`src/rtl/spq_pkg.sv`:
```
`default_nettype none
// ----------------------------------------------------------------------------
// spq_pkg
// types and constants shared by the sorted priority queue cells and top level
// ----------------------------------------------------------------------------
package spq_pkg;

    localparam int SPQ_CAPACITY = 256;
    localparam int SYM_W        = 8;
    localparam int WEIGHT_W     = 31;
    localparam int OCC_W        = 9;

    typedef enum logic [0:0] {
        OP_INSERT  = 1'b0,
        OP_EXTRACT = 1'b1
    } op_t;

    typedef enum logic [1:0] {
        ST_DONE  = 2'd0,
        ST_EMPTY = 2'd1,
        ST_FULL  = 2'd2
    } status_t;

    typedef struct packed {
        logic [WEIGHT_W-1:0] weight;
        logic [SYM_W-1:0]    symbol;
    } entry_t;

    // broadcast from the top level to every cell
    typedef struct packed {
        logic   ins;
        logic   ext;
        entry_t new_entry;
    } cell_ctrl_t;

endpackage : spq_pkg
`default_nettype wire

```
`src/rtl/spq_cell.sv`:
```
`default_nettype none
// ----------------------------------------------------------------------------
// spq_cell
// one slot of the sorted queue: holds an entry, compares it with the incoming
// weight and shifts toward the tail on insert or toward the head on extract
// ----------------------------------------------------------------------------
module spq_cell
    import spq_pkg::*;
(
    input  wire logic       clk,
    input  wire cell_ctrl_t ctrl,
    input  wire logic       occupied,
    input  wire logic       left_gt,
    input  wire entry_t     left_entry,
    input  wire entry_t     right_entry,
    output entry_t          entry,
    output logic            gt
);

    entry_t entry_reg;
    entry_t entry_next;

    // empty slot or heavier entry: the new word lands here or before
    assign gt    = !occupied || (entry_reg.weight > ctrl.new_entry.weight);
    assign entry = entry_reg;

    always_comb
    begin
        entry_next = entry_reg;
        priority if (ctrl.ins)
        begin
            priority if (left_gt)
                entry_next = left_entry;
            else if (gt)
                entry_next = ctrl.new_entry;
        end
        else if (ctrl.ext)
        begin
            entry_next = right_entry;
        end
    end

    always_ff @(posedge clk)
    begin
        entry_reg <= entry_next;
    end

endmodule : spq_cell
`default_nettype wire

```
`config.mk`:
```
export PLATFORM = sky130hd
export DESIGN_NAME = spq_cell
export DESIGN_NICKNAME = d
export VERILOG_FILES = /design/src/rtl/spq_pkg.sv /design/src/rtl/spq_cell.sv
export SDC_FILE = /design/constraint.sdc
export NUM_CORES = 1
export LEC_CHECK = 0
export ABC_CLOCK_PERIOD_IN_PS = 3300
export BUFFER_PORTS_ARGS = -buffer_cell sky130_fd_sc_hd__buf_2
export CAP_MARGIN = 20
export CORE_MARGIN = 2
export CORE_UTILIZATION = 40
export CTS_CLUSTER_DIAMETER = 80
export DETAILED_ROUTE_END_ITERATION = 16
export PLACE_DENSITY_LB_ADDON = 0.1
export RECOVER_POWER = 25
export SYNTH_ARGS = -nofsm -noshare
export SYNTH_HDL_FRONTEND = slang
export SYNTH_SLANG_ARGS = --single-unit
```
`constraint.sdc`:
```
create_clock -name clk -period 3.3 [get_ports clk]
set_clock_uncertainty 0.1 [all_clocks]
set_input_delay 0.33 -clock clk [delete_from_list [all_inputs] [get_ports clk]]
set_output_delay 0.33 -clock clk [all_outputs]
set_load 0.01 [all_outputs]
```
## Yosys cells after proc, flatten, opt, wreduce, memory -nomap -nowiden

Cells that the tools add are included.

| storage, ports and cells | value |
|---|---|
| word-level logic and storage cells | 12 |
| flip-flop bits (word level) | 39 |
| memories | 0 |
| latch bits | 0 |
| memory bits (writable) | 0 |
| output and inout bits | 40 |
| input port bits | 122 |
| ROM bits | 0 |

| operators by class | value |
|---|---|
| multipliers | 0 |
| mux-type cells | 4 |
| $lt $le $gt $ge | 1 |
| bitwise logic cells | 0 |
| $add $sub $neg | 0 |
| div/mod/pow operators | 0 |
| reductions and logical operators | 4 |
| shift-type cells | 0 |
| equal/unequal tests | 1 |

Operators with widths:

| operator | count |
|---|---|
| $mux W39 | 4 |
| $gt A31 B31 Y1 | 1 |
| $ne A3 B1 Y1 const B | 1 |
| $reduce_and A2 Y1 | 1 |
| $reduce_bool A2 Y1 | 1 |
| $logic_not A1 Y1 | 1 |
| $logic_or A1 B1 Y1 | 1 |

## Longest topological paths before layout

Gate-level depths: netlist of the first run.

| depth | value |
|---|---|
| depth after elaboration | 5 |
| gate-level depth with buffers | 8 |
| depth with buffers taken out | 8 |

## Least setup slack after synthesis of the first run

Ideal clock, no wire load.

| timing | value |
|---|---|
| path type | register to register |
| start point | register entry_reg, in the netlist entry[38] |
| end point | register entry_reg, in the netlist entry[0] (enable) |
| buffers on the path | 0 |
| required time | 2.790 ns |
| arrival time | 2.705 ns |
| setup time | 0.410 ns |
| clock period less this slack | 3.215 ns |
| slack | 0.085 ns |
| stages on the path, launching flop included | 8 |
| cells stage by stage | edfxtp_1 > ha_1 > nand4_2 > nor4_2 > a22oi_1 > nand4_1 > o211ai_2 > a21oi_2 |

| between the ends | value |
|---|---|
| cells in the longest elaborated chain, start to end | 4 |

Ends and longest elaborated chain:

| item | line | source |
|---|---|---|
| start: declaration | spq_cell.sv:20 | `entry_t entry_reg;` |
| start signal: assignment | spq_cell.sv:45 | `entry_reg <= entry_next;` |
| $gt A31 B31 Y1 | spq_cell.sv:24 | `assign gt = !occupied \|\| (entry_reg.weight > ctrl.new_entry.weight);` |
| $logic_or A1 B1 Y1 | spq_cell.sv:24 |  |
| $ne A3 B1 Y1 (no line) | -- |  |
| $reduce_and A2 Y1 (no line) | -- |  |

Every way passes these cells.
A chain may end at the register's enable or synchronous reset.

## Worst setup path in the final report of the first run

| timing | value |
|---|---|
| start point | register entry_reg, in the netlist entry[21] |
| end point | output port gt |

| between the ends | value |
|---|---|
| cells in the longest elaborated chain, start to end | 2 |

Ends and longest elaborated chain:

| item | line | source |
|---|---|---|
| $gt A31 B31 Y1 | spq_cell.sv:24 |  |
| $logic_or A1 B1 Y1 | spq_cell.sv:24 |  |
| end: declaration | spq_cell.sv:17 | `output logic gt` |

Every way passes these cells.

==> impl_metrics.tcl, run 1 <==
set metrics [dict create \
    whs_endpoint "entry[2]$_DFFE_PP_" \
    power_density_nw_per_um2 358.7 \
    period_needed_ns 2.553 \
    coreArea_um2 6756 \
    synthMuxAreaShare_pct 14.07 \
    syn_nets 443 \
    avgSynthCellArea_um2 9.565 \
    drt_iter0_markers 52 \
    cts_resized 0 \
    wl_met1_um 2914 \
    yosysTopAreaCellShare_pct 42.22 \
    htree_levels 2 \
    start_util_pct 41.06 \
    die_w_um 87.28 \
    hold_depth 3 \
    synth_area_leaders "edfxtp_1 42%, mux2i_1 14%, ha_1 14%" \
    highest_layer "met4" \
    setup_viol 0 \
    ys.flop_type "edfxtp_1" \
    drive_gt1_share_pct 37.33 \
    largest_reg_flops 39 \
    cts-root-buf "clkbuf_8" \
    ys_seq_area_share_pct 42.22 \
    grt_max_degree 40 \
    clkSinkCount 39 \
    die_y_um 87.28 \
    slew_headroom_pct -0.4149 \
    grt_antenna_before_repair 0 \
    drv_cap 1 \
    r2r-end "entry[10]$_DFFE_PP_" \
    timing.final.crit_share_pct 77.35 \
    drtAntennaViolNets 0 \
    slew_violations 21 \
    yosysMostFrequentCell "a21oi_1" \
    vdd.ir_drop.worst_uv 167.1 \
    rrSetupSlack_ns 0.88 \
    worstSetupPathType "reg2out" \
    num_rows 30 \
    yosys.area_share.simple_pct 10.65 \
    synth_compound_area_share_pct 12.54 \
    ys_ff_latch 39 \
    numCtsBuffers 5 \
    vias 2556 \
    first_pass_iters 4 \
    setup_tns_ns 0 \
    reg2reg_depth 8 \
    worstHoldPathType "in2reg" \
    violations "max-capacitance violations, max-slew violations" \
    timing_hold_violations_final 0 \
    syn_inst 290 \
    met2RoutedLength_um 3413 \
    synthArstFlopShare_pct 0 \
    post_cts_buffers 0 \
    rsz0062_at_grt "no" \
    grt_usage_pct 17.91 \
    worstPathRequired_ns 2.87 \
    grt_pass1_wl_um 10730 \
    synth.distinct_cells 22 \
    cts_hold_buf 0 \
    max_freq_ghz 0.3918 \
    timing.rr.start "entry[38]$_DFFE_PP_" \
    startpoint_type "flop" \
    finalWirelength_um 6781 \
    io_pins 162 \
    antenna_cells 0 \
    p_leak_uw 0.001938 \
    clock_path_buffers 2 \
    power_uw 1343 \
    synth_fa_ha_area_share_pct 13.98 \
    outcome "finished, violations left" \
    min_from "right_entry[2]" \
    synth_xor_area_share_pct 0 \
    grt_pass1_vias 2488 \
    cp.arrival_ns 2.12 \
    worst_slew_pin_slew_ns 1.506 \
    vias_per_cell 4.823 \
    wl_per_cell_um 12.79 \
    portBuffers 161 \
    dieArea_um2 7617 \
    clk_pin_slew_ns 0.08 \
    synth_top_family_by_area "multiplexers" \
    dpl.hpwl_um 5466 \
    end_kind "output port" \
    synth_warnings 0 \
    synth.cell_area_um2 2774 \
    clkLatencyLatePin_ns 0.28 \
    nets 602 \
    cts_tree "done" \
    wl_met3_um 418 \
    synth_common_cells "53 x a21oi_1, 45 x nor2_1, 39 x edfxtp_1, 39 x mux2i_1, 33 x inv_1" \
    syn2layout_area_growth_pct 34.96 \
    cp_max_fo 3 \
    synth_edf_count 39 \
    drcViolationCount 0 \
    yosysTopAreaCell "edfxtp_1" \
    grt_overflow 0 \
    gp_congestion 0.7318 \
    startpoint "entry[21]$_DFFE_PP_" \
]
-- worst max-delay path: stages, from the launching register on --
cell and delay, ns:
edfxtp_1 0.41, ha_1 0.32, a21oi_1 0.16, nand2_1 0.07
a221oi_1 0.37, nand4_1 0.16, o211ai_2 0.13, nand2_1 0.08
buf_2 0.15
-- how the worst max path moves through the flow --
stage | cells past startpoint | endpoint | slack (ns)
after floorplan | 7 | entry[0]$_DFFE_PP_ | 0.09
after global placement | 10 | entry[12]$_DFFE_PP_ | 0.84
after detailed placement | 10 | entry[13]$_DFFE_PP_ | 0.82
after CTS | 8 | gt | 0.70
after global routing | 8 | gt | 0.58
final | 8 | gt | 0.75
-- cell usage in the layout, fill, tap and decap left out, drive strengths merged --
cell / synthesis / routed
buf: 4 / 156
nor4: 1 / 1
ha: 31 / 31
a21oi: 54 / 54
o21ai: 6 / 6
o211ai: 1 / 1
mux2i: 39 / 39
inv: 33 / 33
a22oi: 1 / 1
nand3b: 1 / 1
clkinv: 0 / 3
nand4: 5 / 5
clkbuf: 10 / 15
nor2: 45 / 45
nand2: 13 / 13
o31ai: 1 / 1
a211oi: 1 / 1
edfxtp: 39 / 39
nor3: 1 / 1
a221oi: 1 / 1
nand3: 3 / 3
-- cells by family after synthesis --
logic type | Yosys count
AOI/OAI and AO/OA | 65
adders and majority gates | 31
buffers and inverters | 47
DFF | 39
muxes | 39
and+or+nand+nor | 69
-- area by class of cell --
class,instances,area (µm²)
well taps,80,100.1
repair buffers,166,835.8
multi-input cells,204,1429
clock buffers,5,68.82
clock inverters,3,15.01
inverters,33,123.9
flip-flops and latches,39,1171
fillers,638,3013
-- report_power, final --
group	total [µW]	switching [µW]	leakage (µW)	internal, µW
Clock	313	168	0.0000477	145
Sequential	634	23.4	0.000385	611
Combinational	396	212	0.00150	184
Total	1340	403	0.00194	939
-- per-layer routing --
metal / track usage, % / vias up
li1: - / 1351
met1: 21.35 / 1122
met2: 32.16 / 81
met3: 4.550 / 2
met4: 4.196 / 0
met5: 0 / -
-- through the flow --
step	area, µm²	setup slack [ns]	util, %	hold WS, ns	cells
floorplan	2774	0.08513	-	0.4556	290
global placement	3680	0.8405	54.46	0.5456	522
detailed placement	3680	0.8243	54.46	0.5500	522
CTS	3764	0.6996	55.70	0.2468	530
global route	3744	0.5827	55.41	0.2631	530
finish	3744	0.7474	55.41	0.2661	530
Power figures use the tool's default switching activity.
==> run 2: changes to the inputs <==
--- a/config.mk
+++ b/config.mk
@@ -5,11 +5,11 @@
 export SDC_FILE = /design/constraint.sdc
 export NUM_CORES = 1
 export LEC_CHECK = 0
-export ABC_CLOCK_PERIOD_IN_PS = 3300
+export ABC_CLOCK_PERIOD_IN_PS = 2550
 export BUFFER_PORTS_ARGS = -buffer_cell sky130_fd_sc_hd__buf_2
 export CAP_MARGIN = 20
 export CORE_MARGIN = 2
-export CORE_UTILIZATION = 40
+export CORE_UTILIZATION = 44
 export CTS_CLUSTER_DIAMETER = 80
 export DETAILED_ROUTE_END_ITERATION = 16
 export PLACE_DENSITY_LB_ADDON = 0.1
==> constraint.sdc (replaced) <==
create_clock -name clk -period 2.55 [get_ports clk]
set_clock_uncertainty 0.1 [all_clocks]
set_input_delay 0.255 -clock clk [delete_from_list [all_inputs] [get_ports clk]]
set_output_delay 0.255 -clock clk [all_outputs]
set_load 0.01 [all_outputs]
==> run 2 against run 1 <==
Effect of this change: the flow now finishes without violations; flip-flop and latch count unchanged; via count up 1.8%; clock power grew 58%; utilization up 9.6 points; global-route usage rose by 2.4 points; critical endpoint is now entry[37]$_DFFE_PP_; highest routed layer unchanged.
==> impl_metrics.tcl, run 2 (same netlist as run 1, synthesis figures left out) <==
set metrics [dict create \
    place_ws_ns 0.1583 \
    clock_path_buffers 2 \
    start_util_pct 46.30 \
    vdd.ir_drop.worst_uv 282.2 \
    p_leak_uw 0.001996 \
    wl_per_cell_um 13.44 \
    syn2layout_area_growth_pct 40.46 \
    nets 606 \
    cp_slowest_cell "edfxtp_1" \
    startpoint_type "flop" \
    grt_overflow 0 \
    crit_path_frequent_cell "nand4_1" \
    cp.arrival_ns 2.38 \
    cts-root-buf "clkbuf_8" \
    worstHoldPathType "in2reg" \
    die_y_um 83.40 \
    grt_antenna_before_repair 0 \
    p_seq_share_pct 44.2 \
    clk_pin_slew_ns 0.08 \
    internal_power_uw 1339 \
    cts_tree "done" \
    end_kind "flop" \
    timing.final.crit_share_pct 97.40 \
    slew_violations 0 \
    largest_reg_flops 39 \
    power.switching_uw 527.8 \
    first_pass_iters 4 \
    grt_pass1_wl_um 11360 \
    power_density_nw_per_um2 479.1 \
    slew_headroom_pct 66.07 \
    drv_cap 0 \
    timing_hold_violations_final 0 \
    setup_tns_ns 0 \
    portBuffers 161 \
    worst_slew_pin_slew_ns 0.5089 \
    grt_usage_pct 20.27 \
    fin_ws_ns 0.06619 \
    rrSetupSlack_ns 0.07 \
    post_dp_cell_area_um2 3719 \
    die_w_um 83.40 \
    drt_iter0_markers 71 \
    htree_levels 2 \
    io_pins 162 \
    crit_family "simple AND/OR/NAND/NOR gates" \
    power_uw 1867 \
    final_area_um2 3896 \
    grt_max_degree 43 \
    mostFrequentLayoutCell "buf_2" \
    dpl.hpwl_um 5784 \
    rsz0062_at_grt "yes" \
    drive_gt1_share_pct 40.09 \
    vias 2602 \
    finalWirelength_um 7109 \
    clkLatencyLatePin_ns 0.29 \
    worstSetupPathType "reg2reg" \
    worstPathRequired_ns 2.44 \
    crit_buf_inv 1 \
    clkSinkCount 39 \
    gp_congestion 0.7648 \
    drcViolationCount 0 \
    period_needed_ns 2.484 \
    p_sw_share_pct 28.27 \
    cp_max_fo 17 \
    max_freq_ghz 0.4026 \
    crit_path_cell_trace "ha_4 -> nand4_1 -> nor4_2 -> a22oi_1 -> nand4_1 -> o211ai_2 -> a21oi_4 -> buf_12" \
    drtAntennaViolNets 0 \
    coreArea_um2 5991 \
    cts_hold_buf 0 \
    power_frac_clock_pct 26.5 \
    outcome "finished clean" \
    antenna_cells 0 \
    fillCellCount 545 \
    num_rows 28 \
    comb_power_share_pct 29.3 \
    critPathMaxStageDelay_ns 0.43 \
    dieArea_um2 6956 \
    numCtsBuffers 5 \
    vias_per_cell 4.919 \
    grt_pass1_vias 2534 \
    final_cell_mix "155 x buf_2, 53 x a21oi_1, 45 x nor2_1" \
    setup_viol 0 \
]
[run 2: changes by cell type in the layout (fill, tap and decap cells not counted), moves of 2 or more]
cell / previous run / this run
clkinv_2: 3 / 1
ha_4: 0 / 3
buf_4: 1 / 5
clkbuf_1: 10 / 6
ha_1: 31 / 28
[run 2: path summary, 6_finish.rpt]
kind / from / to / cells past startpoint
worst max-delay path: entry[34]$_DFFE_PP_ / entry[37]$_DFFE_PP_ / 8
worst min-delay path: right_entry[16] / entry[16]$_DFFE_PP_ / 3
worst min register to register: entry[23]$_DFFE_PP_ / entry[11]$_DFFE_PP_ / 7
worst max register to register: entry[34]$_DFFE_PP_ / entry[37]$_DFFE_PP_ / 8
[run 2: metal layers]
metal | track usage [%] | share of wire, % | up-vias | routed length, µm
met4 | 5.514 | 1.5 | 0 | 110
met3 | 5.467 | 7.8 | 10 | 556
met1 | 23.08 | 39 | 1131 | 2771
li1 | - | - | 1360 | -
met2 | 37.17 | 52 | 101 | 3671
met5 | 0 | 0 | - | 0
[run 2: power by group through the flow]
stage          registers [µW]  clock network [µW]  logic, µW
2_1_floorplan             869                   0        259
3_3_place_gp              834                   0        522
3_5_place_dp              839                   0        531
4_1_cts                   826                 507        535
5_1_grt                   834                 545        620
6_report                  825                 494        547
[run 2: what timing repair did]
| item | in CTS | in global routing |
|---|---|---|
| buffers inserted | 0 | 1 |
| resized for setup | 0 | 5 |
| setup endpoints to repair | 0 | 13 |
[run 2: layout make-up]
| class | instances | area (µm²) | area share, % |
|---|---|---|---|
| Tap cell | 75 | 93.84 | 2.408 |
| Clock inverter | 3 | 38.79 | 0.9955 |
| Multi-Input combinational cell | 204 | 1488 | 38.18 |
| Clock buffer | 5 | 68.82 | 1.766 |
| Timing Repair Buffer | 170 | 912.1 | 23.41 |
| Sequential cell | 39 | 1171 | 30.06 |
| Inverter | 33 | 123.9 | 3.179 |
[run 2: through the flow]
step	instances	util, %	hold WS, ns
global placement	518	62.07	0.4717
global route	529	65.04	0.1745
finish	529	65.04	0.1789
floorplan	290	-	0.3806
detailed placement	518	62.07	0.4743
CTS	526	63.87	0.1674
[run 2: tightest hold or removal path, cell delays in order]
cell and delay, ns:
buf_2 0.07, nor2_1 0.03, a21oi_1 0.09
